**config.mk**
```make
export PLATFORM = sky130hd
export DESIGN_NAME = quadrature_position_tracker
export DESIGN_NICKNAME = d
export VERILOG_FILES = /design/src/sv/qpt_pkg.sv /design/src/sv/qpt_step.sv /design/src/sv/qpt_divider.sv /design/src/sv/quadrature_position_tracker.sv
export SDC_FILE = /design/constraint.sdc
export NUM_CORES = 1
export LEC_CHECK = 0
export ABC_AREA = 1
export BUFFER_PORTS_ARGS = -buffer_cell sky130_fd_sc_hd__buf_2
export CAP_MARGIN = 5
export CELL_PAD_IN_SITES_DETAIL_PLACEMENT = 1
export CELL_PAD_IN_SITES_GLOBAL_PLACEMENT = 2
export CORE_UTILIZATION = 36
export DETAILED_ROUTE_END_ITERATION = 16
export GPL_TIMING_DRIVEN = 0
export PLACE_DENSITY = 0.76
export SLEW_MARGIN = 10
export SYNTH_ARGS = -nofsm -noshare
export SYNTH_HDL_FRONTEND = slang
export SYNTH_HIERARCHICAL = 1
export SYNTH_SLANG_ARGS = --single-unit
```
**constraint.sdc**
```tcl
create_clock -name clk -period 5.7 [get_ports clk]
set_input_delay 0 -clock clk [delete_from_list [all_inputs] [get_ports clk]]
set_output_delay 0 -clock clk [all_outputs]
set_load 0.02 [all_outputs]
```
**src/sv/qpt_pkg.sv**
```systemverilog
// Shared types, constants and the x4 transition decode for the quadrature position tracker.
package qpt_pkg;

	localparam int unsigned CPR_W = 16;
	localparam int unsigned POS_W = 32;
	localparam int unsigned REV_W = 31;
	localparam logic [CPR_W-1:0] CPR_RESET = 16'd1024;
	localparam logic [1:0] AB_RESET = 2'b11;

	typedef enum logic [1:0] {
		STEP_NONE,
		STEP_UP,
		STEP_DOWN
	} step_t;

	typedef struct packed {
		logic busy;
		logic done;
	} qpt_div_stat_t;

	function automatic step_t step_decode(input logic [3:0] idx);
		step_t s;
		case (idx)
			4'b0001, 4'b0111, 4'b1000, 4'b1110: s = STEP_DOWN;
			4'b0010, 4'b0100, 4'b1011, 4'b1101: s = STEP_UP;
			default: s = STEP_NONE;
		endcase
		return s;
	endfunction

endpackage

```
**src/sv/qpt_step.sv**
```systemverilog
// Transition decode and saturating position counter.
module qpt_step #(
	parameter int unsigned COUNT_WIDTH = 32
) (
	input  logic                          clk,
	input  logic                          arst_n,
	input  logic                          accept,
	input  logic                          chan_a,
	input  logic                          chan_b,
	output logic signed [COUNT_WIDTH-1:0] count_q
);
	import qpt_pkg::*;

	localparam logic signed [COUNT_WIDTH-1:0] LIM_POS = {1'b0, {(COUNT_WIDTH-1){1'b1}}};
	localparam logic signed [COUNT_WIDTH-1:0] LIM_NEG = -LIM_POS;
	localparam logic signed [COUNT_WIDTH-1:0] ONE = COUNT_WIDTH'(1);

	logic [1:0] prev_ab_q;
	step_t step;

	assign step = step_decode({prev_ab_q, chan_a, chan_b});

	always_ff @(posedge clk or negedge arst_n) begin
		if (!arst_n) begin
			prev_ab_q <= AB_RESET;
			count_q <= '0;
		end else if (accept) begin
			prev_ab_q <= {chan_a, chan_b};
			case (step)
				STEP_UP: begin
					if (count_q != LIM_POS) count_q <= count_q + ONE;
				end
				STEP_DOWN: begin
					if (count_q != LIM_NEG) count_q <= count_q - ONE;
				end
				default: begin
					count_q <= count_q;
				end
			endcase
		end
	end

endmodule

```
**src/sv/qpt_divider.sv**
```systemverilog
// Restoring divider that produces one quotient bit per cycle.
module qpt_divider #(
	parameter int unsigned MAG_W = 31
) (
	input  logic                      clk,
	input  logic                      arst_n,
	input  logic                      start,
	input  logic [MAG_W-1:0]          dividend,
	input  logic [qpt_pkg::CPR_W-1:0] divisor,
	output logic [MAG_W-1:0]          quotient,
	output logic [qpt_pkg::CPR_W-1:0] remainder,
	output qpt_pkg::qpt_div_stat_t    stat
);
	import qpt_pkg::*;

	localparam int unsigned CNT_W = $clog2(MAG_W + 1);

	logic [MAG_W-1:0] dq_q;
	logic [CPR_W-1:0] rem_q;
	logic [CPR_W-1:0] div_q;
	logic [CNT_W-1:0] cnt_q;
	logic             busy_q;
	logic             done_q;
	logic [CPR_W+1:0] diff;
	logic             borrow;

	assign diff = {1'b0, rem_q, dq_q[MAG_W-1]} - {2'b00, div_q};
	assign borrow = diff[CPR_W+1];

	always_ff @(posedge clk or negedge arst_n) begin
		if (!arst_n) begin
			busy_q <= 1'b0;
			done_q <= 1'b0;
			cnt_q <= '0;
		end else begin
			done_q <= 1'b0;
			if (start) begin
				busy_q <= 1'b1;
				cnt_q <= CNT_W'(MAG_W);
			end else if (busy_q) begin
				cnt_q <= cnt_q - CNT_W'(1);
				if (cnt_q == CNT_W'(1)) begin
					busy_q <= 1'b0;
					done_q <= 1'b1;
				end
			end
		end
	end

	always_ff @(posedge clk) begin
		if (start) begin
			dq_q <= dividend;
			rem_q <= '0;
			div_q <= divisor;
		end else if (busy_q) begin
			if (!borrow) rem_q <= diff[CPR_W-1:0];
			else rem_q <= {rem_q[CPR_W-2:0], dq_q[MAG_W-1]};
			dq_q <= {dq_q[MAG_W-2:0], ~borrow};
		end
	end

	assign quotient = dq_q;
	assign remainder = rem_q;
	assign stat = '{busy: busy_q, done: done_q};

endmodule

```
**src/sv/quadrature_position_tracker.sv**
```systemverilog
// Top level of the x4 quadrature position tracker with revolution split.
//
//   Channel  Direction  Handshake                  Payload
//   in       sink       in_valid / in_ready        chan_a, chan_b
//   out      source     out_valid / out_ready      position_count, is_negative,
//                                                  whole_revs, rev_position
//   cfg      sink       cfg_wr_en (no wait)        cfg_wr_data (counts_per_rev)
//
// After acceptance an item passes the load state, the bit-serial divider loop and the
// finish state before its result is registered.
// The block accepts a new item the cycle after the result enters the output register,
// so it takes no new item while one is in flight; a result waiting in the output
// register does not block acceptance, but a finished division waits for the register.
// Reset clears the count to zero, the previous channel pair to both high and
// counts_per_rev to 1024; no clearing pass is needed.
module quadrature_position_tracker #(
	parameter int unsigned COUNT_WIDTH = 32
) (
	input  logic                             clk,
	input  logic                             arst_n,
	input  logic                             cfg_wr_en,
	input  logic [qpt_pkg::CPR_W-1:0]        cfg_wr_data,
	input  logic                             in_valid,
	output logic                             in_ready,
	input  logic                             chan_a,
	input  logic                             chan_b,
	output logic                             out_valid,
	input  logic                             out_ready,
	output logic signed [qpt_pkg::POS_W-1:0] position_count,
	output logic                             is_negative,
	output logic [qpt_pkg::REV_W-1:0]        whole_revs,
	output logic [qpt_pkg::CPR_W-1:0]        rev_position
);
	import qpt_pkg::*;

	localparam int unsigned MAG_W = COUNT_WIDTH - 1;
	localparam int unsigned QX_W = (MAG_W > REV_W) ? MAG_W : REV_W;
	localparam int unsigned PX_W = (COUNT_WIDTH > POS_W) ? COUNT_WIDTH : POS_W;
	localparam int unsigned MX_W = (MAG_W > CPR_W) ? MAG_W : CPR_W;

	typedef enum logic [1:0] {
		ST_IDLE,
		ST_LOAD,
		ST_DIV,
		ST_FIN
	} state_t;

	state_t state_q;
	logic [CPR_W-1:0] cpr_q;
	logic out_valid_q;
	logic signed [POS_W-1:0] pos_q;
	logic neg_q;
	logic [REV_W-1:0] revs_q;
	logic [CPR_W-1:0] rpos_q;

	logic in_accept;
	logic signed [COUNT_WIDTH-1:0] count;
	logic signed [COUNT_WIDTH-1:0] count_abs;
	logic [MAG_W-1:0] mag;
	logic [MAG_W-1:0] quot;
	logic [CPR_W-1:0] rem;
	qpt_div_stat_t div_stat;
	logic slot_free;
	logic [QX_W-1:0] quot_ext;
	logic signed [PX_W-1:0] pos_ext;
	logic [MX_W-1:0] mag_ext;

	assign in_ready = (state_q == ST_IDLE);
	assign in_accept = in_valid && in_ready;

	qpt_step #(
		.COUNT_WIDTH(COUNT_WIDTH)
	) u_step (
		.clk(clk),
		.arst_n(arst_n),
		.accept(in_accept),
		.chan_a(chan_a),
		.chan_b(chan_b),
		.count_q(count)
	);

	assign count_abs = count[COUNT_WIDTH-1] ? -count : count;
	assign mag = count_abs[MAG_W-1:0];

	qpt_divider #(
		.MAG_W(MAG_W)
	) u_div (
		.clk(clk),
		.arst_n(arst_n),
		.start(state_q == ST_LOAD),
		.dividend(mag),
		.divisor(cpr_q),
		.quotient(quot),
		.remainder(rem),
		.stat(div_stat)
	);

	assign quot_ext = QX_W'(quot);
	assign pos_ext = PX_W'(count);
	assign mag_ext = MX_W'(mag);
	assign slot_free = !out_valid_q || out_ready;

	always_ff @(posedge clk or negedge arst_n) begin
		if (!arst_n) begin
			cpr_q <= CPR_RESET;
		end else if (cfg_wr_en) begin
			cpr_q <= cfg_wr_data;
		end
	end

	always_ff @(posedge clk or negedge arst_n) begin
		if (!arst_n) begin
			state_q <= ST_IDLE;
			out_valid_q <= 1'b0;
		end else begin
			if (state_q == ST_FIN && slot_free) begin
				out_valid_q <= 1'b1;
			end else if (out_ready) begin
				out_valid_q <= 1'b0;
			end
			case (state_q)
				ST_IDLE: begin
					if (in_accept) state_q <= ST_LOAD;
				end
				ST_LOAD: begin
					state_q <= ST_DIV;
				end
				ST_DIV: begin
					if (div_stat.done) state_q <= ST_FIN;
				end
				ST_FIN: begin
					if (slot_free) state_q <= ST_IDLE;
				end
				default: begin
					state_q <= ST_IDLE;
				end
			endcase
		end
	end

	always_ff @(posedge clk) begin
		if (state_q == ST_FIN && slot_free) begin
			pos_q <= pos_ext[POS_W-1:0];
			neg_q <= count[COUNT_WIDTH-1];
			if (cpr_q == '0) begin
				revs_q <= {REV_W{1'b1}};
				rpos_q <= mag_ext[CPR_W-1:0];
			end else begin
				revs_q <= quot_ext[REV_W-1:0];
				rpos_q <= rem;
			end
		end
	end

	assign out_valid = out_valid_q;
	assign position_count = pos_q;
	assign is_negative = neg_q;
	assign whole_revs = revs_q;
	assign rev_position = rpos_q;

endmodule

```
==> run_results.csv, run 1 <==
group,metric,value,unit
clock_network,h-tree-depth,1,
die,die_area,0.03546,sq mm
flow_run,cap_violations,0,
grt,grt_antenna_before_repair,0,
final_layout,num-nets-final,1785,
grt,grt_pass1_wl,66100,um
clock_network,clk_latency,530,ps
pwr,leakagePower,7.051,nW
worst_setup_path,critPathRequiredTime,5830,ps
final_layout,drive_above_1_share,15.96,%
clock_network,clk_pin_slew,60,ps
routing,drc,0,
final_layout,n_antenna_cell,0,
die,io_pins,105,
worst_setup_path,regToRegStartpoint,"state_q[1]",
clock_network,cts_buffers,25,
synth,synth_area_per_cell,7.923,sq um
grt,grt_pass1_vias,11387,
placement,dp_hpwl,32930,um
worst_setup_path,worst_setup_path_end_kind,"register",
synth,synthCells,1577,
sta,hold_viol,0,
worst_setup_path,arrival,3200,ps
sta,relSlewSlack,43.50,%
die,row_count,67,
final_layout,n_fill_cell,4148,
sta,drv_slew,0,
routing,first_pass_iters,5,
sta,period_needed,3061,ps
sta,clock_skew,35.24,ps
sta,fmax,326.7,MHz
routing,route.vias.total,10875,
worst_setup_path,crit_type,"reg2reg",
worst_setup_path,r2r_end,"u_div/quotient[4]",
routing,wl_per_cell,19.30,um
pwr,worst_ir_drop_vdd,0.1819,mV
grt,grt.overflow.total,0,
final_layout,synthToLayoutAreaGrowth,17.70,%
placement,dpl_cell_area,0.01368,sq mm
die,core,0.03387,sq mm
routing,drtIter0Drc,474,
routing,via_per_inst,4.939,
synth,ys_warn_count,6,
status,status,"completed",
clock_network,ctsResizeCount,0,
sta,fin_setup_tns,0,ps
grt,grt_start_max_net_pins,37,
final_layout,final_core_util,43.42,%
sta,worst_pin_slew,847.5,ps
worst_setup_path,crit_fanout,36,
sta,setup_violations,0,
sta,min_period_over_period,53.70,%
grt,track_usage,24.23,%
sta,holdWs,14.46,ps
worst_setup_path,rrSetupSlack,2640,ps
routing,ant_nets,0,
final_layout,stdcell_area,0.01471,sq mm
synth,syn_area,0.01249,sq mm
clock_network,root_buffer,"clkbuf_16",
clock_network,cts_buffer_depth,3,
clock_network,cts_tree,"done",
placement,dp.cells,2133,
final_layout,final_cells,2202,
placement,io_buffers,104,
clock_network,postCtsSetupBuffers,0,
sta,rsz0062_at_grt,"false",
worst_setup_path,worstRegToRegCells,5,
synth,synthesis.nets,1625,
routing,wl,42510,um
placement,globalplace.congestion,0.8472,
die,initial_utilization,36.89,%
pwr,power_density,218.8,mW/mm^2
min_path,hold_class,"in2async",
clock_network,clkSinkCount,202,
die,die_x,188.3,um
die,die_h,188.3,um
worst_setup_path,critPathLaunchType,"register",
## layout make-up
| type | count | area (sq um) | share of cell area, % |
|---|---|---|---|
| Inverter | 212 | 803.3 | 5.462 |
| Sequential cell | 202 | 5609 | 38.14 |
| Timing Repair Buffer | 133 | 878.3 | 5.973 |
| Buffer | 40 | 297.8 | 2.025 |
| Multi-Input combinational cell | 1123 | 5796 | 39.41 |
| Clock inverter | 13 | 102.6 | 0.6977 |
| Tap cell | 448 | 560.5 | 3.812 |
| Clock buffer | 31 | 658.1 | 4.475 |
## where the power goes
| group | internal [mW] | switching [mW] |
|---|---|---|
| Sequential | 1.56 | 0.00625 |
| Clock | 0.865 | 0.630 |
| Combinational | 0.0582 | 0.102 |
| Total | 2.48 | 0.739 |
## worst max-delay path, cell delays in order, from the launching register on
cell and delay [ps]:
dfrtp_1 400, inv_1 120, ha_1 700, clkbuf_1 510, nor2_1 320, inv_2 620
## worst max-delay path by stage
| stage | slack (ps) | to | from | cells past startpoint |
|---|---|---|---|---|
| finish | 2640 | u_div/quotient[4] | state_q[1] | 5 |
| CTS | 2550 | u_div/quotient[1] | state_q[1] | 5 |
| global placement | -980 | whole_revs[19] | state_q[0] | 3 |
| global route | 2380 | u_div/remainder[0] | state_q[1] | 6 |
| detailed placement | 2580 | u_div/quotient[20] | state_q[1] | 5 |
| floorplan | 760 | position_count[0] | state_q[0] | 3 |
## layer usage
metal	up-vias	track usage (%)	share of wire, %
met4	0	4.901	1.6
li1	5382	-	-
met2	157	41.83	48
met5	-	0	0
met1	5298	33.11	47
met3	38	2.086	2.7
## cells in the final DEF (no fill, tap or decap), types with 25 or more instances in the layout
master,n
a21oi_1,27
buf_2,111
clkbuf_16,25
dfrtp_1,57
edfxtp_1,126
inv_1,199
nand2_1,523
nand2_2,35
nand3_1,117
nand4_1,32
nor2_1,103
o21ai_0,66
or2_1,27
xor2_1,30
## per-stage QoR
step | setup slack (ps) | power [mW]
5_1_grt | 2381 | 3.324
4_1_cts | 2552 | 3.244
3_3_place_gp | -982.4 | 1.730
2_1_floorplan | 756.8 | 1.681
6_report | 2639 | 3.218
3_5_place_dp | 2584 | 1.735
## state kept, by name, indices dropped and copies added, names as in the netlist, 2 cells and up
name and flops:
state_q 2, u_div/cnt_q 5, u_div/div_q 16, whole_revs 31, cpr_q 16, u_step/prev_ab_q 2, u_div/remainder 16, u_step/count_q 32
rev_position 16, position_count 32, u_div/quotient 31
## what timing repair did
item	CTS	global route
endpoints found under the setup margin	0	0
hold buffers	25	0
endpoints found under the hold margin	79	0
No activity file was read; power rests on OpenSTA's default activity.
==> run 2: changes to the inputs <==
==> constraint.sdc (replaced) <==
create_clock -name clk -period 3 [get_ports clk]
set_input_delay 0 -clock clk [delete_from_list [all_inputs] [get_ports clk]]
set_output_delay 0 -clock clk [all_outputs]
set_load 0.02 [all_outputs]
==> run 2 against run 1 <==
Against the previous run:
- global-route usage decreased by 0.27 points
- fmax increased by 12%
- total power increased by 90%
- wire length decreased by 1.6%
- critical path depth increased by 14
- combinational power increased by 88%
- non-clock buffer count unchanged
- clock skew decreased by 18 ps
- utilization about the same
- critical endpoint is now u_step/count_q[30]
- highest routed layer unchanged
- largest cell class unchanged
- via count decreased by 0.23%
- clock power increased by 89%
- final area about the same
==> run_results.csv, run 2 (synthesis gave the netlist of run 1 again) <==
group,metric,value,unit
sta,fin_ws,256.2,ps
die,die_h,188.3,um
worst_setup_path,rrSetupSlack,260,ps
final_layout,synthToLayoutAreaGrowth,17.65,%
placement,dpl_cell_area,0.01368,sq mm
routing,wl_per_cell,18.98,um
worst_setup_path,startpoint,"u_step/prev_ab_q[0]",
die,core,0.03387,sq mm
die,io_pins,105,
die,initial_utilization,36.89,%
worst_setup_path,crit_path_end,"u_step/count_q[30]",
worst_setup_path,arrival,3150,ps
clock_network,clk_latency,530,ps
sta,fmax,364.5,MHz
final_layout,num-nets-final,1785,
sta,holdWs,13.84,ps
status,status,"completed",
sta,rsz0062_at_grt,"false",
grt,top_usage_layer,"met2",
grt,grt_pass1_vias,11165,
routing,drtIter0Drc,579,
final_layout,final_core_util,43.41,%
clock_network,cts_tree,"done",
sta,worst_pin_slew,750.5,ps
final_layout,n_fill_cell,4167,
worst_setup_path,r2r_end,"u_step/count_q[30]",
die,die_area,0.03546,sq mm
clock_network,cts_buffers,25,
worst_setup_path,crit_fanout,10,
placement,globalplace.congestion,0.8538,
sta,setup_violations,0,
final_layout,most-common-layout-cells,"nand2_1, inv_1, edfxtp_1",
placement,io_buffers,104,
pwr,p_int,4.715,mW
final_layout,drive_above_1_share,15.95,%
worst_setup_path,crit_type,"reg2reg",
pwr,seq_power_share,48.6,%
clock_network,clk_pin_slew,60,ps
worst_setup_path,regToRegStartpoint,"u_step/prev_ab_q[0]",
final_layout,final-seq-area,0.005609,sq mm
pwr,worst_ir_drop_vdd,0.3883,mV
pwr,power_density,415.3,mW/mm^2
grt,grt_use_met3,2.477,%
worst_setup_path,worstRegToRegCells,19,
worst_setup_path,critPathRequiredTime,3410,ps
placement,pre_cts_ws,-54.50,ps
final_layout,multi_input_area,0.005798,sq mm
clock_network,root_buffer,"clkbuf_16",
routing,first_pass_iters,5,
routing,drc,0,
flow_run,cap_violations,0,
worst_setup_path,worst_setup_path_end_kind,"register",
sta,period_needed,2744,ps
sta,clock_skew,17.34,ps
clock_network,clkSinkCount,202,
clock_network,cts_buffer_depth,3,
routing,via_per_inst,4.925,
pwr,leakagePower,7.038,nW
grt,grt.overflow.total,0,
pwr,swShare,22.76,%
die,row_count,67,
sta,min_period_over_period,91.46,%
worst_setup_path,critPathLaunchType,"register",
grt,grt_pass1_wl,65420,um
grt,track_usage,23.96,%
clock_network,postCtsSetupBuffers,0,
pwr,comb_power_share,5.0,%
routing,wl,41810,um
min_path,hold_class,"in2async",
grt,grt_start_max_net_pins,37,
die,die_x,188.3,um
placement,dp_hpwl,32980,um
final_layout,n_antenna_cell,0,
sta,drv_slew,0,
sta,hold_viol,0,
grt,grt_antenna_before_repair,0,
routing,ant_nets,0,
pwr,switchingPower,1.390,mW
grt,met2_usage,41.50,%
grt,use_met1,32.55,%
pwr,pwr-share-clk,46.5,%
final_layout,mostFrequentLayoutCell,"nand2_1",
clock_network,h-tree-depth,1,
sta,relSlewSlack,49.97,%
routing,route.vias.total,10850,
final_layout,stdcell_area,0.01470,sq mm
-- run 2: cell types whose count changed in the layout (fill, tap and decap cells not counted) --
cell / delta
clkinv_4: -1
ha_1: -1
clkinvlp_4: +1
buf_16: -1
clkinv_1: -1
inv_4: +1
ha_2: +1
inv_6: -1
inv_2: -1
clkbuf_1: +3
buf_12: +1
-- run 2: repair_timing --
item / in CTS / in global routing
hold endpoints to repair: 86 / 0
pin swaps: 0 / 0
endpoints found under the setup margin: 32 / 37
cloned: 0 / 0
hold buffers: 25 / 0
gates resized for setup: 1 / 1
-- run 2: final cells by class --
type                       count  area share (%)
multi-input combinational   1123           39.44
sequential                   202           38.16
timing repair buffer         133           5.924
inverter                     212           5.481
clock buffer                  34           4.554
tap                          448           3.813
buffer                        40           2.026
clock inverter                11          0.6043
-- run 2: worst max-delay path, stage by stage, from the launching register on --
cell and delay (ps):
dfstp_2 530, nand2_1 90, nand2_4 150, nand2_8 100, buf_12 180, nand2_1 80, nand2_1 70, inv_1 60
ha_1 130, inv_1 40, nand2_1 100, nand4_1 160, o21ai_2 230, nand2_1 130, nand2_1 210, nand2_1 120
nand2_1 70, nand2_1 50, nand3_1 80, nand2_1 50
-- run 2: worst min path at each step --
stage | endpoint | slack, ps | cells after the start
after floorplan | cpr_q[0] | -300 | 0
after global placement | cpr_q[7] | 220 | 3
after detailed placement | u_step/count_q[5] | -20 | 1
after CTS | u_step/prev_ab_q[0] | 0.3 | 2
after global routing | u_step/prev_ab_q[0] | 20 | 2
final | u_step/count_q[5] | 10 | 3
-- run 2: layer usage --
layer / vias to the layer above / wire [um] / part of all wire [%]
met4: 0 / 601 / 1.4
met3: 38 / 1275 / 3.0
met5: - / 0 / 0
met2: 152 / 20150 / 48
met1: 5267 / 19780 / 47
li1: 5393 / - / -
-- run 2: per-stage QoR --
step | std cells | TNS (ps) | power [mW]
after global placement | 2129 | -17090 | 3.287
after global routing | 2203 | 0 | 6.317
after detailed placement | 2133 | -1640 | 3.297
final | 2203 | 0 | 6.105
after CTS | 2203 | 0 | 6.181
after floorplan | 1577 | 0 | 3.194
-- run 2: power groups by stage --
stage               registers (mW)  clock network (mW)  logic, mW
floorplan                     3.02                   0      0.176
finish                        2.97                2.84      0.303
CTS                           2.97                2.91      0.304
detailed placement            3.02                   0      0.274
global route                  2.97                3.01      0.338
global placement              3.02                   0      0.267
